`src/rtl/ssq_pkg.sv`:
```
// Shared types, constants and the half-step table for the sweep sequencer.
`default_nettype none

package ssq_pkg;

  localparam int unsigned PERIOD_W  = 16;
  localparam int unsigned DEG_W     = 9;
  localparam int unsigned CNT_W     = 16;
  localparam int unsigned STEP_W    = 13;
  localparam int unsigned PHASE_W   = 3;
  localparam int unsigned COIL_W    = 4;
  localparam int unsigned CFG_IDX_W = 1;
  localparam int unsigned CFG_DAT_W = 16;

  localparam int unsigned MAX_DEG   = 360;
  localparam int unsigned MAX_STEPS = 8191;

  localparam logic [PERIOD_W-1:0] PERIOD_RST = PERIOD_W'(1000);
  localparam logic [DEG_W-1:0]    DEG_RST    = DEG_W'(MAX_DEG);

  typedef enum logic [1:0] {
    OP_TICK  = 2'd0,
    OP_RUN   = 2'd1,
    OP_STOP  = 2'd2,
    OP_COUNT = 2'd3
  } op_e;

  typedef enum logic [CFG_IDX_W-1:0] {
    REG_STEP_PERIOD   = 1'b0,
    REG_SWEEP_DEGREES = 1'b1
  } reg_e;

  typedef struct packed {
    logic [PHASE_W-1:0]  phase_index;
    logic [COIL_W-1:0]   coil_pattern;
    logic [STEP_W-1:0]   steps_left;
    logic [STEP_W-1:0]   sweep_steps;
    logic                reverse_phase;
    logic [CNT_W-1:0]    cycles_left;
    logic [PERIOD_W-1:0] tick_countdown;
    logic                run_forever;
    logic                running;
  } ssq_state_t;

  function automatic logic [COIL_W-1:0] half_step(input logic [PHASE_W-1:0] idx);
    logic [COIL_W-1:0] pat;
    case (idx)
      3'd0:    pat = 4'h1;
      3'd1:    pat = 4'h3;
      3'd2:    pat = 4'h2;
      3'd3:    pat = 4'h6;
      3'd4:    pat = 4'h4;
      3'd5:    pat = 4'hC;
      3'd6:    pat = 4'h8;
      3'd7:    pat = 4'h9;
      default: pat = 4'h0;
    endcase
    return pat;
  endfunction

endpackage

`default_nettype wire

```
`src/rtl/ssq_if.sv`:
```
// Valid/ready channel interfaces: command items, result items and register writes.
`default_nettype none

interface ssq_in_if import ssq_pkg::*; ();
  logic             valid;
  logic             ready;
  logic [1:0]       op;
  logic [CNT_W-1:0] sweep_count;

  modport source (output valid, output op, output sweep_count, input ready);
  modport sink (input valid, input op, input sweep_count, output ready);
endinterface

interface ssq_out_if import ssq_pkg::*; ();
  logic              valid;
  logic              ready;
  logic [COIL_W-1:0] coils;
  logic              pump_on;
  logic              busy_res;

  modport source (output valid, output coils, output pump_on, output busy_res, input ready);
  modport sink (input valid, input coils, input pump_on, input busy_res, output ready);
endinterface

interface ssq_cfg_if import ssq_pkg::*; ();
  logic                 valid;
  logic                 ready;
  logic [CFG_IDX_W-1:0] index;
  logic [CFG_DAT_W-1:0] data;

  modport source (output valid, output index, output data, input ready);
  modport sink (input valid, input index, input data, output ready);
endinterface

`default_nettype wire

```
`src/rtl/ssq_core.sv`:
```
// Next-state logic of the sweep sequencer for one command item.
`default_nettype none

module ssq_core import ssq_pkg::*; (
  input  ssq_state_t          state_i,
  input  op_e                 op_i,
  input  logic [CNT_W-1:0]    sweep_count_i,
  input  logic [PERIOD_W-1:0] step_period_i,
  input  logic [STEP_W-1:0]   sweep_len_i,
  output ssq_state_t          state_o
);

  ssq_state_t        nxt;
  logic              done;
  logic [PHASE_W-1:0] idx;

  always_comb begin
    nxt  = state_i;
    done = 1'b0;
    idx  = '0;
    case (op_i)
      OP_TICK: begin
        if (state_i.running) begin
          if (state_i.tick_countdown != '0) begin
            nxt.tick_countdown = state_i.tick_countdown - PERIOD_W'(1);
          end else begin
            // zero period behaves as one
            nxt.tick_countdown = (step_period_i == '0) ? '0 :
                                 step_period_i - PERIOD_W'(1);
            // roll over finished sweeps; a zero-length sweep can roll twice
            for (int pass = 0; pass < 2; pass++) begin
              if (!done && nxt.steps_left == '0) begin
                if (nxt.reverse_phase) begin
                  nxt.reverse_phase = 1'b0;
                end else if (!nxt.run_forever && nxt.cycles_left == CNT_W'(1)) begin
                  nxt.running        = 1'b0;
                  nxt.run_forever    = 1'b0;
                  nxt.cycles_left    = '0;
                  nxt.tick_countdown = '0;
                  done               = 1'b1;
                end else begin
                  if (!nxt.run_forever) begin
                    nxt.cycles_left = nxt.cycles_left - CNT_W'(1);
                  end
                  nxt.reverse_phase = 1'b1;
                end
                if (!done) begin
                  nxt.steps_left  = nxt.sweep_steps;
                  nxt.phase_index = '0;
                end
              end
            end
            if (!done && nxt.steps_left != '0) begin
              nxt.phase_index = nxt.phase_index + PHASE_W'(1);
              idx = nxt.reverse_phase ? PHASE_W'(0) - nxt.phase_index : nxt.phase_index;
              nxt.coil_pattern = half_step(idx);
              nxt.steps_left   = nxt.steps_left - STEP_W'(1);
            end
          end
        end
      end
      OP_RUN: begin
        if (!state_i.running) begin
          nxt.sweep_steps    = sweep_len_i;
          nxt.steps_left     = sweep_len_i;
          nxt.reverse_phase  = 1'b1;
          nxt.phase_index    = '0;
          nxt.run_forever    = 1'b1;
          nxt.cycles_left    = '0;
          nxt.tick_countdown = '0;
          nxt.running        = 1'b1;
        end
      end
      OP_STOP: begin
        // coils hold their last pattern
        if (state_i.running) begin
          nxt.running        = 1'b0;
          nxt.run_forever    = 1'b0;
          nxt.cycles_left    = '0;
          nxt.steps_left     = '0;
          nxt.tick_countdown = '0;
        end
      end
      OP_COUNT: begin
        if (!state_i.running && sweep_count_i != '0) begin
          nxt.sweep_steps    = sweep_len_i;
          nxt.steps_left     = sweep_len_i;
          nxt.reverse_phase  = 1'b1;
          nxt.phase_index    = '0;
          nxt.run_forever    = 1'b0;
          nxt.cycles_left    = sweep_count_i;
          nxt.tick_countdown = '0;
          nxt.running        = 1'b1;
        end
      end
      default: begin
        nxt = state_i;
      end
    endcase
  end

  assign state_o = nxt;

endmodule

`default_nettype wire

```
`src/rtl/sprinkler_sweep_sequencer.sv`:
```
// Top level of the sprinkler sweep sequencer: command register, state, result register.
// Path: an accepted item passes the command register, then the result register.
//   The state update is one short combinational pass.
// Throughput: one item per cycle unless a held result is not taken.
// Sweep length is registered from sweep_degrees in the cycle after a register write.
// Reset: asynchronous, active low; sequencer idle, step_period 1000, sweep_degrees 360,
//   no item held; the coils output register is not reset.
`default_nettype none

module sprinkler_sweep_sequencer import ssq_pkg::*; #(
  parameter int unsigned STEPS_PER_TURN = 4096
) (
  input  wire logic   clk_i,
  input  wire logic   rst_ni,
  ssq_in_if.sink      in_i,
  ssq_out_if.source   out_o,
  ssq_cfg_if.sink     cfg_i
);

  // floor(STEPS_PER_TURN * deg / 360) as deg * M >> FRAC_W, exact for deg <= 360
  localparam int unsigned FRAC_W     = 20;
  localparam logic [63:0] SWEEP_MULT =
      ((64'(STEPS_PER_TURN) << FRAC_W) + 64'(MAX_DEG - 1)) / 64'(MAX_DEG);
  localparam int unsigned MULT_W     = $clog2(SWEEP_MULT + 64'd1);
  localparam int unsigned PROD_W     = DEG_W + MULT_W;
  localparam logic [STEP_W-1:0] SWEEP_LEN_RST =
      (STEPS_PER_TURN > MAX_STEPS) ? STEP_W'(MAX_STEPS) : STEP_W'(STEPS_PER_TURN);

  logic [PERIOD_W-1:0] step_period_q;
  logic [DEG_W-1:0]    sweep_degrees_q;
  logic [DEG_W-1:0]    deg_eff;
  logic [PROD_W-1:0]   sweep_prod;
  logic [PROD_W-1:0]   sweep_full;
  logic [STEP_W-1:0]   sweep_len_d, sweep_len_q;

  logic                in_valid_q;
  logic [1:0]          op_q;
  logic [CNT_W-1:0]    sweep_count_q;
  logic                advance;

  ssq_state_t          state_d, state_q;

  logic                out_valid_q;
  logic [COIL_W-1:0]   coils_q;
  logic                running_q;

  // register writes
  assign cfg_i.ready = 1'b1;

  always_ff @(posedge clk_i or negedge rst_ni) begin
    if (!rst_ni) begin
      step_period_q   <= PERIOD_RST;
      sweep_degrees_q <= DEG_RST;
    end else if (cfg_i.valid && cfg_i.ready) begin
      case (reg_e'(cfg_i.index))
        REG_STEP_PERIOD:   step_period_q   <= cfg_i.data[PERIOD_W-1:0];
        REG_SWEEP_DEGREES: sweep_degrees_q <= cfg_i.data[DEG_W-1:0];
        default: begin
          step_period_q <= step_period_q;
        end
      endcase
    end
  end

  // sweep length from the angle, clamped to a full turn and to the counter range
  assign deg_eff    = (sweep_degrees_q > DEG_W'(MAX_DEG)) ? DEG_W'(MAX_DEG) : sweep_degrees_q;
  assign sweep_prod = PROD_W'(deg_eff) * PROD_W'(SWEEP_MULT[MULT_W-1:0]);
  assign sweep_full = sweep_prod >> FRAC_W;
  assign sweep_len_d = (sweep_full > PROD_W'(MAX_STEPS)) ? STEP_W'(MAX_STEPS) :
                       sweep_full[STEP_W-1:0];

  always_ff @(posedge clk_i or negedge rst_ni) begin
    if (!rst_ni) begin
      sweep_len_q <= SWEEP_LEN_RST;
    end else begin
      sweep_len_q <= sweep_len_d;
    end
  end

  // command register: refill whenever the held item moves on
  assign advance    = in_valid_q && (!out_valid_q || out_o.ready);
  assign in_i.ready = !in_valid_q || advance;

  always_ff @(posedge clk_i or negedge rst_ni) begin
    if (!rst_ni) begin
      in_valid_q <= 1'b0;
    end else if (in_i.ready) begin
      in_valid_q <= in_i.valid;
    end
  end

  always_ff @(posedge clk_i) begin
    if (in_i.valid && in_i.ready) begin
      op_q          <= in_i.op;
      sweep_count_q <= in_i.sweep_count;
    end
  end

  ssq_core u_core (
    .state_i       (state_q),
    .op_i          (op_e'(op_q)),
    .sweep_count_i (sweep_count_q),
    .step_period_i (step_period_q),
    .sweep_len_i   (sweep_len_q),
    .state_o       (state_d)
  );

  always_ff @(posedge clk_i or negedge rst_ni) begin
    if (!rst_ni) begin
      state_q <= '0;
    end else if (advance) begin
      state_q <= state_d;
    end
  end

  // result register
  always_ff @(posedge clk_i or negedge rst_ni) begin
    if (!rst_ni) begin
      out_valid_q <= 1'b0;
    end else if (advance) begin
      out_valid_q <= 1'b1;
    end else if (out_o.ready) begin
      out_valid_q <= 1'b0;
    end
  end

  always_ff @(posedge clk_i) begin
    if (advance) begin
      coils_q   <= state_d.coil_pattern;
      running_q <= state_d.running;
    end
  end

  assign out_o.valid    = out_valid_q;
  assign out_o.coils    = coils_q;
  assign out_o.pump_on  = running_q;
  assign out_o.busy_res = running_q;

  // idle leaves no sweep, count or tick residue behind
  a_idle_clean: assert property (@(posedge clk_i) disable iff (!rst_ni)
    !state_q.running |-> (state_q.steps_left == '0 && state_q.cycles_left == '0 &&
                          state_q.tick_countdown == '0 && !state_q.run_forever))
    else $error("idle sequencer holds stale run state");

  // a counted run always has a cycle left
  a_count_live: assert property (@(posedge clk_i) disable iff (!rst_ni)
    (state_q.running && !state_q.run_forever) |-> state_q.cycles_left != '0)
    else $error("counted run active with no cycles left");

  a_steps_bound: assert property (@(posedge clk_i) disable iff (!rst_ni)
    state_q.steps_left <= state_q.sweep_steps)
    else $error("steps_left exceeds sweep length");

  // a stalled command stays held until the result slot frees
  a_hold_cmd: assert property (@(posedge clk_i) disable iff (!rst_ni)
    (in_valid_q && !advance) |=> (in_valid_q && $stable(op_q) && $stable(sweep_count_q)))
    else $error("held command item lost while stalled");

endmodule

`default_nettype wire
```
`src/flat_wrapper.sv`:
```
// flat-port wrapper written by rule: the top's interface ports become plain ports
module sprinkler_sweep_sequencer_flat import ssq_pkg::*;
#(
  parameter int unsigned STEPS_PER_TURN = 4096
)
  (clk_i, rst_ni, in_i_valid, in_i_op, in_i_sweep_count, in_i_ready, out_o_valid, out_o_coils, out_o_pump_on, out_o_busy_res, out_o_ready, cfg_i_valid, cfg_i_index, cfg_i_data, cfg_i_ready);
  ssq_in_if in_i_i ();
  ssq_out_if out_o_i ();
  ssq_cfg_if cfg_i_i ();
  input  wire logic clk_i;
  input  wire logic rst_ni;
  input wire logic [$bits(in_i_i.valid)-1:0] in_i_valid;
  input wire logic [$bits(in_i_i.op)-1:0] in_i_op;
  input wire logic [$bits(in_i_i.sweep_count)-1:0] in_i_sweep_count;
  output wire logic [$bits(in_i_i.ready)-1:0] in_i_ready;
  output wire logic [$bits(out_o_i.valid)-1:0] out_o_valid;
  output wire logic [$bits(out_o_i.coils)-1:0] out_o_coils;
  output wire logic [$bits(out_o_i.pump_on)-1:0] out_o_pump_on;
  output wire logic [$bits(out_o_i.busy_res)-1:0] out_o_busy_res;
  input wire logic [$bits(out_o_i.ready)-1:0] out_o_ready;
  input wire logic [$bits(cfg_i_i.valid)-1:0] cfg_i_valid;
  input wire logic [$bits(cfg_i_i.index)-1:0] cfg_i_index;
  input wire logic [$bits(cfg_i_i.data)-1:0] cfg_i_data;
  output wire logic [$bits(cfg_i_i.ready)-1:0] cfg_i_ready;
  assign in_i_i.valid = in_i_valid;
  assign in_i_i.op = in_i_op;
  assign in_i_i.sweep_count = in_i_sweep_count;
  assign in_i_ready = in_i_i.ready;
  assign out_o_valid = out_o_i.valid;
  assign out_o_coils = out_o_i.coils;
  assign out_o_pump_on = out_o_i.pump_on;
  assign out_o_busy_res = out_o_i.busy_res;
  assign out_o_i.ready = out_o_ready;
  assign cfg_i_i.valid = cfg_i_valid;
  assign cfg_i_i.index = cfg_i_index;
  assign cfg_i_i.data = cfg_i_data;
  assign cfg_i_ready = cfg_i_i.ready;
  sprinkler_sweep_sequencer #(.STEPS_PER_TURN(STEPS_PER_TURN)) u_core (.clk_i(clk_i), .rst_ni(rst_ni), .in_i(in_i_i), .out_o(out_o_i), .cfg_i(cfg_i_i));
endmodule
```
`config.mk`:
```
export PLATFORM = sky130hd
export DESIGN_NAME = sprinkler_sweep_sequencer_flat
export DESIGN_NICKNAME = d
export VERILOG_FILES = /design/src/rtl/ssq_pkg.sv /design/src/rtl/ssq_if.sv /design/src/rtl/ssq_core.sv /design/src/rtl/sprinkler_sweep_sequencer.sv /design/src/flat_wrapper.sv
export SDC_FILE = /design/constraint.sdc
export NUM_CORES = 1
export LEC_CHECK = 0
export BUFFER_PORTS_ARGS = -buffer_cell sky130_fd_sc_hd__buf_2
export CAP_MARGIN = 20
export CORE_ASPECT_RATIO = 1.1
export CORE_MARGIN = 1.5
export CORE_UTILIZATION = 50
export DETAILED_ROUTE_END_ITERATION = 12
export PLACE_DENSITY = 0.72
export SLEW_MARGIN = 20
export SYNTH_ARGS = -nofsm -noshare
export SYNTH_HDL_FRONTEND = slang
export SYNTH_SLANG_ARGS = --single-unit
```
`constraint.sdc`:
```
create_clock -name clk_i -period 16.03 [get_ports clk_i]
set_input_delay 0.8015 -clock clk_i [delete_from_list [all_inputs] [get_ports clk_i]]
set_output_delay 0.8015 -clock clk_i [all_outputs]
set_load 0.005 [all_outputs]
```
; Word level (Yosys, flattened, before mapping)
; Memory sizes are Yosys's and may differ from the RTL's.
; Cells that the tools add are included.
[classes]
add_sub_neg = 7
multipliers = 1
n_lt_le_gt_ge = 2
eq_ne = 10
mux = 82
bitwise = 1
reduce_logical = 32
[ops]
columns = cell, n
row1 = $mux 35, 9
row2 = $mux 13, 12
row3 = $pmux 34 s4, 1
row4 = $mux 61, 2
row5 = $mux 34, 3
row6 = $mux 16, 6
row7 = $sub 16x1->16 const B, 4
row8 = $mux 20, 3
row9 = $pmux 13 s4, 1
row10 = $mux 18, 2
row11 = $mul 9x24->33 const B, 1
row12 = $eq 16x1->1 const B, 2
row13 = $reduce_bool 16->1, 2
row14 = $mux 3, 10
row15 = $logic_not 13->1, 2
row16 = $mux 1, 26
row17 = $pmux 13 s2, 1
row18 = $mux 17, 1
row19 = $logic_not 16->1, 1
row20 = $gt 13x13->1 const B, 1
row21 = $reduce_bool 13->1, 1
row22 = $sub 13x1->13 const B, 1
row23 = $reduce_and 6->1, 2
row24 = $gt 9x9->1 const B, 1
row25 = 21 further kinds, 40
[word_totals]
ff_bits = 131
rom_bits = 32
wordCells = 154
mem_count = 1
[mem_list]
columns = name, words, word_bits, rd, rd_ports_with_merged_regs, write_ports, line
row1 = (no name shown), 8, 4, 1, 0, 0, ssq_pkg.sv:47  ; case (idx)

; Depth between registers and ports, before layout
; Gate-level depths: netlist (run 1).
; An unclocked memory read counts as a cell.
[depth]
ltp_word = 32
mapped_depth = 23
mapped_depth_nobuf = 23

; Cells and area by module
; From an unflattened synthesis (run 1), not the netlist that was laid out.
[unflattened]
cells_unflattened = 1202
hier_area_um2 = 11144.4
[modules_own_cells]
columns = module, n_inst, cells_per_inst, area_per_inst_um2
row1 = sprinkler_sweep_sequencer, 1, 551, 7018.0
row2 = ssq_core, 1, 651, 4126.5

; Worst setup path after synthesis (run 1)
; No wires, ideal clock.
[synth_path]
path_kind = register to register
from = register u_core.sweep_degrees_q[4]
to = register u_core.sweep_len_q[11]
setup_ns = 0.066
t_arrival_ns = 5.268
t_required_ns = 15.964
setup_slack_ns = 10.696
path_stages_with_launch = 21
path_buffers = 0
period_less_slack_ns = 5.334
path_cell_list = dfrtp_1 -> o211a_1 -> o21ai_0 -> nand2b_1 -> ha_1 -> fa_1 -> fa_1 -> inv_1 -> fa_1 -> inv_1 -> ha_1 -> and3_1 -> o31ai_1 -> a211oi_1 -> a31oi_1 -> a31oi_1 -> a41oi_1 -> a21oi_1 -> and2_1 -> o21ai_0 -> o31a_1
[synth_between]
elab_chain_cells = 5
[synth_rtl]
columns = item, line
row1 = "start, declared", sprinkler_sweep_sequencer.sv:30  ; logic [DEG_W-1:0] sweep_degrees_q;
row2 = "start signal, assigned", sprinkler_sweep_sequencer.sv:57  ; REG_SWEEP_DEGREES: sweep_degrees_q <= cfg_i.data[DEG_W-1:0];
row3 = $gt 9x9->1, sprinkler_sweep_sequencer.sv:66  ; assign deg_eff = (sweep_degrees_q > DEG_W'(MAX_DEG)) ? DEG_W'(MAX_DEG) : sweep_degrees_q;
row4 = $mux 9 (*), sprinkler_sweep_sequencer.sv:66
row5 = $mul 9x24->33 (*), sprinkler_sweep_sequencer.sv:67  ; assign sweep_prod = PROD_W'(deg_eff) * PROD_W'(SWEEP_MULT[MULT_W-1:0]);
row6 = $gt 13x13->1, sprinkler_sweep_sequencer.sv:69  ; assign sweep_len_d = (sweep_full > PROD_W'(MAX_STEPS)) ? STEP_W'(MAX_STEPS) :
row7 = $mux 13 (*), sprinkler_sweep_sequencer.sv:69
row8 = named net u_core.sweep_len_d[11], sprinkler_sweep_sequencer.sv:34  ; logic [STEP_W-1:0] sweep_len_d, sweep_len_q;
row9 = "end signal, assigned", sprinkler_sweep_sequencer.sv:76  ; sweep_len_q <= sweep_len_d;
row10 = "end, declared", sprinkler_sweep_sequencer.sv:34
; The timed path passes the listed nets; every way through them passes the cells marked *.
; A chain may end at the register's enable or synchronous reset.

; Worst setup path in the final report (run 1)
; Same ends and word-level chain as after synthesis.

==> results of run 1 <==
## worst min path at each step
| stage | endpoint | depth (start not counted) | slack (ps) | startpoint |
|---|---|---|---|---|
| CTS | u_core.step_period_q[13]$_DFFE_PN0P_ | 1 | 280 | rst_ni |
| finish | u_core.step_period_q[13]$_DFFE_PN0P_ | 1 | 280 | rst_ni |
| floorplan | u_core.state_q[8]$_DFFE_PN0P_ | 2 | 450 | u_core.state_q[8]$_DFFE_PN0P_ |
| global route | u_core.step_period_q[2]$_DFFE_PN0P_ | 1 | 300 | rst_ni |
| global placement | u_core.out_o.valid$_DFFE_PN0P_ | 1 | 470 | u_core.in_valid_q$_DFFE_PN0N_ |
| detailed placement | u_core.out_o.valid$_DFFE_PN0P_ | 1 | 480 | u_core.in_valid_q$_DFFE_PN0N_ |
## where the power goes
group / total (mW) / internal (mW) / switching (mW) / leakage, nW
logic: 1.22 / 0.519 / 0.697 / 2.66
registers: 0.571 / 0.453 / 0.118 / 1.55
clock network: 0.397 / 0.237 / 0.160 / 0.305
## routing by layer
| metal | vias up | global-route usage [%] | wire length [um] |
|---|---|---|---|
| met3 | 39 | 3.772 | 817 |
| li1 | 3765 | - | - |
| met1 | 3852 | 30.43 | 9879 |
| met4 | 0 | 10.65 | 678 |
| met5 | - | 0 | 0 |
| met2 | 200 | 40.74 | 11590 |
## logic make-up (layout without fill, tap and decap cells)
family                   count (synthesis)  after routing  synth area share (%)
AND/OR/NAND/NOR                        322            322                 18.02
AO/OA/AOI/OAI                          250            250                 17.40
flip-flops                             131            131                 35.27
buffers and inverters                  128            175                 5.479
adder cells (fa/ha/maj)                 88             88                 13.34
multiplexers                            53             53                 6.062
XOR/XNOR                                48             48                 4.352
other                                    2              3               0.07775
## state kept, by name (all words and copies together), names as in the netlist
signal,count
u_core.out_o.busy_res,1
u_core.sweep_len_q,13
u_core.sweep_degrees_q,9
u_core.state_q,68
u_core.sweep_count_q,16
u_core.out_o.coils,4
u_core.out_o.valid,1
u_core.step_period_q,16
u_core.op_q,2
u_core.in_valid_q,1
## area by class of cell
class	instances	area [um^2]	area share (%)
Clock buffer	19	475.5	4.441
Sequential cell	131	3407	31.83
Timing Repair Buffer	53	286.5	2.676
Inverter	90	337.8	3.156
Tap cell	247	309.0	2.887
Clock inverter	13	135.1	1.262
Multi-Input combinational cell	764	5754	53.75
## metrics by stage
step / utilization, % / hold slack [ps] / instances / power (mW) / worst slack [ps]
2_1_floorplan: - / 450.1 / 1023 / 1.487 / 10700
3_3_place_gp: 52.97 / 469.6 / 1285 / 1.751 / 10350
3_5_place_dp: 53.02 / 479.6 / 1285 / 1.784 / 10060
4_1_cts: 56.23 / 285.0 / 1317 / 2.192 / 10020
5_1_grt: 56.25 / 300.6 / 1317 / 2.375 / 9641
6_report: 56.25 / 285.0 / 1317 / 2.184 / 9973
## cells in the final DEF, fill, tap and decap left out, types with 5 or more instances in the layout
cell	netlist	layout
dfrtp_1	97	97
inv_1	88	88
nand2_1	86	86
nor2_1	63	63
ha_1	63	63
o21ai_0	58	58
a21oi_1	58	56
buf_2	6	46
mux2_2	44	44
nor3_1	34	34
xnor2_1	27	27
a22oi_1	26	26
fa_1	25	25
edfxtp_1	23	23
nor4_1	21	21
xor2_1	21	21
clkbuf_16	0	19
a31oi_1	15	15
o21ai_1	13	13
nand3_1	12	12
o31ai_1	13	12
nand2b_1	12	12
nor2b_1	11	11
and2_1	11	11
dfstp_2	11	11
or3_1	10	10
or4_1	9	9
mux2i_1	9	9
nor3b_1	8	8
nand4_1	7	7
and3_1	6	6
a221oi_1	6	6
a21o_1	6	6
buf_4	3	6
and4_1	5	5
nand3b_1	5	5
o21a_1	5	5
==> out/metrics.cfg, run 1 <==
[synth]
synth_largest_area_cell = dfrtp_1
yosysWarnings = 0
avgSynthCellArea_um2 = 9.451
seq_area_frac_synth_pct = 35.27
synth_most_common_cell = dfrtp_1
synth-edff-count = 23
synth_common_cells = dfrtp_1, inv_1, nand2_1
synth_top_area_share_pct = 25.13
synth_area_mm2 = 0.009659
synth-seq-cells = 131
ys_types = 84
synth.area.top_cells = dfrtp_1, ha_1, edfxtp_1
synth_ff_type = dfrtp_1
async_flop_share_pct = 82.44
netlist_instances = 1022

[die]
pin_count = 49
coreArea_mm2 = 0.01903
die_w_um = 135.5
die-area_mm2 = 0.02016
die_h_um = 148.8
rows = 53
start_util_pct = 50.75

[setup_path]
setup.worst_path.class = flip-flop to flip-flop
worstPathArrival_ps = 6420
critPathLaunchType = flip-flop
crit_cells = 20
r2r_setup_slack_ps = 9970
critPathLaunch = u_core.sweep_degrees_q[4]$_DFFE_PN0P_
end_kind = flip-flop
r2r-end = u_core.sweep_len_q[11]$_DFF_PN0_
endpoint = u_core.sweep_len_q[11]$_DFF_PN0_
slowest_stage = fa_1
rr_startpoint = u_core.sweep_degrees_q[4]$_DFFE_PN0P_
crit_chain = o211a_1 -> o21ai_0 -> nand2b_1 -> ha_1 -> fa_1 -> fa_1 -> inv_1 -> fa_1 -> inv_1 -> ha_1 -> and3_1 -> o31ai_1 -> a211oi_1 -> a31oi_1 -> a31oi_1 -> a41oi_1 -> a21oi_1 -> and2_1 -> o21ai_0 -> o31a_1
r2r_cells = 20
cpPeakStageDelay_ps = 560
critPathTopFamily = compound AO/OA/AOI/OAI gates
required_ps = 16390
crit_path_frequent_cell = fa_1
worstPathMaxFanout = 7
crit_buf_inv = 2

[clock_tree]
insertion_delay_ps = 430
cts_resized = 0
cts_sinks = 131
cts_tree = yes
max-clock-path-buffers = 2
post_cts_buffers = 0
hold_buffers = 0
numCtsBuffers = 17
cts_root_buf = clkbuf_16
clk_pin_slew_ps = 70
htreeDepth = 4

[routing]
viasPerCell = 5.965
wire_per_inst_um = 17.44
vias = 7856
drc = 0
first_pass_iters = 7
postRouteAntennaNets = 0
dr.first_iter.drc_count = 492
finalWirelength_mm = 22.97

[placement]
gp_congestion = 0.8751
port_buffers = 47
dpl_cell_area_mm2 = 0.01009
dp_hpwl_mm = 17.24

[timing]
fin_crit_ps = 6057
finalClockSkew_ps = 11.91
rsz0062_at_grt = no
slew_viol_final = 0
finalCritPeriodShare_pct = 37.78
worstMarginPinSlew_ps = 974.6
finalSetupViolCount = 0
tns_ps = 0
relSlewSlack_pct = 35.03
hold_viol = 0
max_freq_mhz = 165.1

[grt]
antenna_found_initial = 0
grt_pass1_vias = 7691
overflow = 0
grt_pass1_wl_mm = 38.28
grt_max_degree = 82
grt.total_usage_pct = 24.07

[pwr]
p_leak_nw = 4.520
power_density_mw_per_mm2 = 204.0
ir_worst_vdd_mv = 0.2212

[final_layout]
layout.nets = 1185
area_growth_pct = 10.83
fillers = 1670
n_antenna_cell = 0
design_area_mm2 = 0.01071
drive_gt1_share_pct = 15.98

[status]
outcome = completed

[min_path]
hold_path.class = input port to async pin

[flow_run]
cap_violations = 0

(Power assumes the default switching activity.)
==> inputs of run 2 (changes only) <==
Settings changed: ABC_AREA set to 1, PLACE_DENSITY 0.72 to 0.75.
Clock period 16.03 ns to 5.23 ns, I/O delays scaled along.
==> run 2 against run 1 <==
Compared with the run above: core utilization rose by 0.45 points; via count up 19%; first-iteration DRC count increased by 41%.
==> out/metrics.cfg, run 2 <==
[timing]
tns_ps = 0
hold_viol = 0
slew_viol_final = 0
finalClockSkew_ps = 11.16
relSlewSlack_pct = 27.11
finalSetupViolCount = 0
worstMarginPinSlew_ps = 1086
max_freq_mhz = 211.0
hold_ws_ps = 5.918
rsz0062_at_grt = no
setup_ws_ps = 490.8
fin_crit_ps = 4739
finalCritPeriodShare_pct = 90.62

[pwr]
power_density_mw_per_mm2 = 662.2
ir_worst_vdd_mv = 0.3717
p_leak_nw = 5.673
total_power_mw = 7.533

[routing]
wire_per_inst_um = 15.96
postRouteAntennaNets = 0
drc = 0
first_pass_iters = 5
dr.first_iter.drc_count = 695
vias = 9342
viasPerCell = 5.567
finalWirelength_mm = 26.78

[synth]
synth_top_area_share_pct = 23.48
seq_area_frac_synth_pct = 32.95
synth-seq-cells = 131
synth-edff-count = 23
avgSynthCellArea_um2 = 7.580
synth_area_mm2 = 0.01034
synth_ff_type = dfrtp_1
synth_largest_area_cell = dfrtp_1
synth_most_common_cell = nand2_1
synth_common_cells = nand2_1, inv_1, nor2_1
ys_types = 54
netlist_instances = 1364
yosysWarnings = 0
async_flop_share_pct = 82.44
synth.area.top_cells = dfrtp_1, nand2_1, inv_1

[final_layout]
area_growth_pct = 10.05
most-common-layout-cells = nand2_1, inv_1, nor2_1
fillers = 1814
largest_reg_flops = 68
final_util_pct = 56.70
layout.cells.non_filler = 1678
final_common_cell = nand2_1
final-seq-area_mm2 = 0.003407
drive_gt1_share_pct = 12.83
n_antenna_cell = 0
multi_input_area_mm2 = 0.005918
regMostFlops = u_core.state_q
top_regs = u_core.state_q (68), u_core.step_period_q (16), u_core.sweep_count_q (16)
design_area_mm2 = 0.01138
layout.nets = 1541

[setup_path]
critPathTopFamily = adder cells
end_kind = flip-flop
crit_path_frequent_cell = a21oi_1
worstPathMaxFanout = 6
critPathLaunchType = flip-flop
setup.worst_path.class = flip-flop to flip-flop
crit_chain = nor2_1 -> a21oi_1 -> o21ai_0 -> nand2_1 -> nand2_1 -> nand2_1 -> ha_1 -> fa_1 -> fa_1 -> inv_1 -> fa_1 -> inv_1 -> ha_1 -> a21oi_1 -> o21ai_0 -> a21oi_1 -> o221ai_1 -> a21oi_1 -> o21ai_0 -> xor2_1 -> inv_1
slowest_stage = fa_1
worstPathArrival_ps = 5060
crit_buf_inv = 3
cpPeakStageDelay_ps = 540
required_ps = 5550

[clock_tree]
cts_tree = yes
max-clock-path-buffers = 2
numCtsBuffers = 17
cts_root_buf = clkbuf_16
insertion_delay_ps = 430
htreeDepth = 4
cts_sinks = 131
clk_pin_slew_ps = 60

[die]
start_util_pct = 51.52
die-area_mm2 = 0.02155
die_w_um = 140.1
coreArea_mm2 = 0.02007
die_h_um = 153.8
rows = 54
pin_count = 49

[grt]
grt_max_degree = 65
grt_pass1_vias = 9037
grt_pass1_wl_mm = 43.95
antenna_found_initial = 0
overflow = 0
grt.total_usage_pct = 25.66

[placement]
dpl_cell_area_mm2 = 0.01078
numPlacedInstances = 1642
gp_congestion = 0.9590
dp_worst_setup_slack_ps = 536.0
dp_hpwl_mm = 20.84
port_buffers = 47

[min_path]
hold_path.class = input port to flip-flop

[status]
outcome = completed

[flow_run]
cap_violations = 0

-- run 2: changes by cell type after synthesis, sizes merged, moves of 15 or more --
| cell | previous run | this run |
|---|---|---|
| nand3 | 12 | 115 |
| inv | 90 | 230 |
| nand2 | 86 | 287 |
| nor2 | 65 | 148 |
| nor4 | 23 | 8 |
| nand4 | 9 | 27 |
| mux2 | 44 | 17 |
-- run 2: power by group --
| group | internal, mW | leakage [nW] | switching, mW |
|---|---|---|---|
| Sequential | 1.42 | 1.53 | 0.300 |
| Clock | 0.668 | 0.256 | 0.483 |
| Combinational | 1.63 | 3.89 | 3.03 |
-- run 2: final cells by class --
type | count | area share, %
tap | 252 | 2.771
clock buffer | 21 | 3.959
clock inverter | 11 | 0.9458
timing repair buffer | 53 | 2.573
inverter | 235 | 7.786
sequential | 131 | 29.95
multi-input combinational | 975 | 52.02
-- run 2: logic make-up after synthesis --
logic type | count (synthesis) | synth area share, %
other | 2 | 0.07264
and+or+nand+nor | 620 | 27.92
DFF | 131 | 32.95
AOI/OAI and AO/OA | 210 | 11.76
buffers and inverters | 259 | 9.839
adders and majority gates | 88 | 12.47
xor gates and xnor gates | 37 | 3.134
muxes | 17 | 1.852
-- run 2: final timing paths --
kind                                                  startpoint                                  end  slack [ps]  cells past startpoint
min in group asynchronous                                 rst_ni       u_core.state_q[25]$_DFFE_PN0P_         380                      2
setup / recovery           u_core.sweep_degrees_q[0]$_DFFE_PN0P_      u_core.sweep_len_q[9]$_DFF_PN0_         490                     21
max in group asynchronous                                 rst_ni  u_core.step_period_q[1]$_DFFE_PN0P_        3610                      3
hold / removal                               in_i_sweep_count[0]    u_core.sweep_count_q[0]$_DFFE_PP_           6                      1
hold reg to reg                   u_core.state_q[61]$_DFFE_PN0P_       u_core.state_q[61]$_DFFE_PN0P_         480                      2
setup reg to reg           u_core.sweep_degrees_q[0]$_DFFE_PN0P_      u_core.sweep_len_q[9]$_DFF_PN0_         490                     21
-- run 2: metal layers --
layer | GRT usage [%] | vias to the layer above | wire length, um
li1 | - | 4577 | -
met1 | 31.63 | 4372 | 11290
met2 | 44.52 | 322 | 13170
met3 | 3.270 | 71 | 1310
met4 | 12.48 | 0 | 1005
met5 | 0 | - | 0
-- run 2: timing repair --
item                                    4_1_cts  5_1_grt
endpoints found under the setup margin        0        0
resized for setup                             0        0
setup buffers                                 0        0
hold buffers                                  4        0
hold endpoints to repair                     47        0
==> inputs of run 3 (changes only) <==
Settings changed: CELL_PAD_IN_SITES_DETAIL_PLACEMENT set to 0, CELL_PAD_IN_SITES_GLOBAL_PLACEMENT set to 2, CORE_UTILIZATION 50 to 34, PLACE_DENSITY 0.75 to 0.83.
==> run 3 against run 2 <==
Compared with the run above: final cell count increased by 7.4%; register-to-register slack is essentially flat; critical path depth is the same; worst hold slack better by 7.9 ps; via count is 2.9% lower; core utilization is 17 points lower; critical path type unchanged; largest cell class unchanged.
==> out/metrics.cfg, run 3 (synthesis gave the netlist of run 2 again) <==
[routing]
first_pass_iters = 5
drc = 0
viasPerCell = 5.029
finalWirelength_mm = 29.71
wire_per_inst_um = 16.48
dr.first_iter.drc_count = 569
vias = 9068
postRouteAntennaNets = 0

[clock_tree]
numCtsBuffers = 17
post_cts_buffers = 0
clk_pin_slew_ps = 60
htreeDepth = 4
cts_root_buf = clkbuf_16
insertion_delay_ps = 430
cts_tree = yes
cts_sinks = 131
max-clock-path-buffers = 2

[grt]
use_met2_pct = 34.50
grt_max_degree = 57
grt_pass1_vias = 8900
grt.total_usage_pct = 19.66
gr-usage-met1_pct = 24.76
antenna_found_initial = 0
met3_usage_pct = 2.041
busiest_layer = met2
grt_pass1_wl_mm = 47.49
overflow = 0

[timing]
tns_ps = 0
finalClockSkew_ps = 15.13
fin_crit_ps = 4738
max_freq_mhz = 211.0
relSlewSlack_pct = 47.25
hold_viol = 0
worstMarginPinSlew_ps = 789.3
setup_ws_ps = 491.5
hold_ws_ps = 13.80
finalCritPeriodShare_pct = 90.60
rsz0062_at_grt = no
finalSetupViolCount = 0
slew_viol_final = 0

[setup_path]
r2r_setup_slack_ps = 490
r2r_cells = 21
end_kind = flip-flop
critPathLaunchType = flip-flop
setup.worst_path.class = flip-flop to flip-flop
required_ps = 5550
worstPathMaxFanout = 6
worstPathArrival_ps = 5050

[pwr]
power_density_mw_per_mm2 = 670.7
ir_worst_vdd_mv = 0.2851
p_leak_nw = 5.768
total_power_mw = 7.844

[final_layout]
layout.nets = 1544
fillers = 3140
most-common-layout-cells = nand2_1, inv_1, nor2_1
final_common_cell = nand2_1
layout.cells.non_filler = 1803
top_regs = u_core.state_q (68), u_core.step_period_q (16), u_core.sweep_count_q (16)
final-seq-area_mm2 = 0.003407
largest_reg_flops = 68
drive_gt1_share_pct = 13.37
n_antenna_cell = 0
regMostFlops = u_core.state_q
area_growth_pct = 13.12
multi_input_area_mm2 = 0.005929

[die]
start_util_pct = 34.78
rows = 66
die_w_um = 169.3
die_h_um = 185.9
coreArea_mm2 = 0.02973
die-area_mm2 = 0.03146
pin_count = 49

[placement]
gp_congestion = 0.8940
port_buffers = 47
numPlacedInstances = 1766
dp_worst_setup_slack_ps = 534.7
dp_hpwl_mm = 23.61

[flow_run]
cap_violations = 0

[min_path]
hold_path.class = input port to flip-flop
whs_path_depth = 1

[status]
outcome = completed

[run 3: cell count changes in the layout (fill, tap and decap cells not counted), moves of 2 or more]
cell        change
inv_6           +2
clkbuf_1        -3
nor2_1          -3
bufinv_16       +5
nor2_2          +3
clkinvlp_4      -5
buf_4           +2
[run 3: repair_timing]
action	CTS	global route
hold buffers	4	1
gates resized for setup	0	2
endpoints found under the hold margin	46	1
setup endpoints to repair	0	1
[run 3: path summary, 6_finish.rpt]
kind                                                  startpoint                           endpoint
setup / recovery           u_core.sweep_degrees_q[0]$_DFFE_PN0P_    u_core.sweep_len_q[9]$_DFF_PN0_
hold / removal                               in_i_sweep_count[0]  u_core.sweep_count_q[0]$_DFFE_PP_
setup reg to reg           u_core.sweep_degrees_q[0]$_DFFE_PN0P_    u_core.sweep_len_q[9]$_DFF_PN0_
hold reg to reg                   u_core.state_q[61]$_DFFE_PN0P_     u_core.state_q[61]$_DFFE_PN0P_
max in group asynchronous                                 rst_ni   u_core.sweep_len_q[10]$_DFF_PN0_
min in group asynchronous                                 rst_ni     u_core.state_q[31]$_DFFE_PN0P_
[run 3: metrics by stage]
stage	instance area, um^2	utilization [%]
3_5_place_dp	10950	36.84
3_3_place_gp	10950	36.82
4_1_cts	11680	39.28
5_1_grt	11700	39.34
2_1_floorplan	10340	-
6_report	11700	39.34
[run 3: metal layers]
| metal | vias up | wire length, um |
|---|---|---|
| li1 | 4568 | - |
| met1 | 4252 | 13420 |
| met2 | 197 | 14370 |
| met3 | 51 | 926 |
| met4 | 0 | 994 |
| met5 | - | 0 |
[run 3: layout make-up]
cell class,count,area share (%)
clock buffers,18,3.755
clock inverters,14,2.118
inverters,235,7.575
multi-input cells,975,50.70
flip-flops and latches,131,29.13
well taps,374,4.001
repair buffers,56,2.717
[run 3: where the power goes]
part           internal, mW  switching, mW
sequential             1.42          0.293
clock                 0.916          0.503
combinational          1.64           3.07
total                  3.98           3.87
[run 3: critical path, stage by stage, from the launching register on]
cell and delay (ps):
dfrtp_1 390, nor2_1 100, a21oi_1 60, o21ai_0 140, nand2_1 60, nand2_1 150
nand2_1 140, ha_1 340, fa_1 520, fa_1 540, inv_1 50, fa_1 520
inv_1 40, ha_1 340, a21oi_1 230, o21ai_0 140, a21oi_1 240, o221ai_1 160
a21oi_1 150, o21ai_0 110, xor2_1 140, inv_1 50
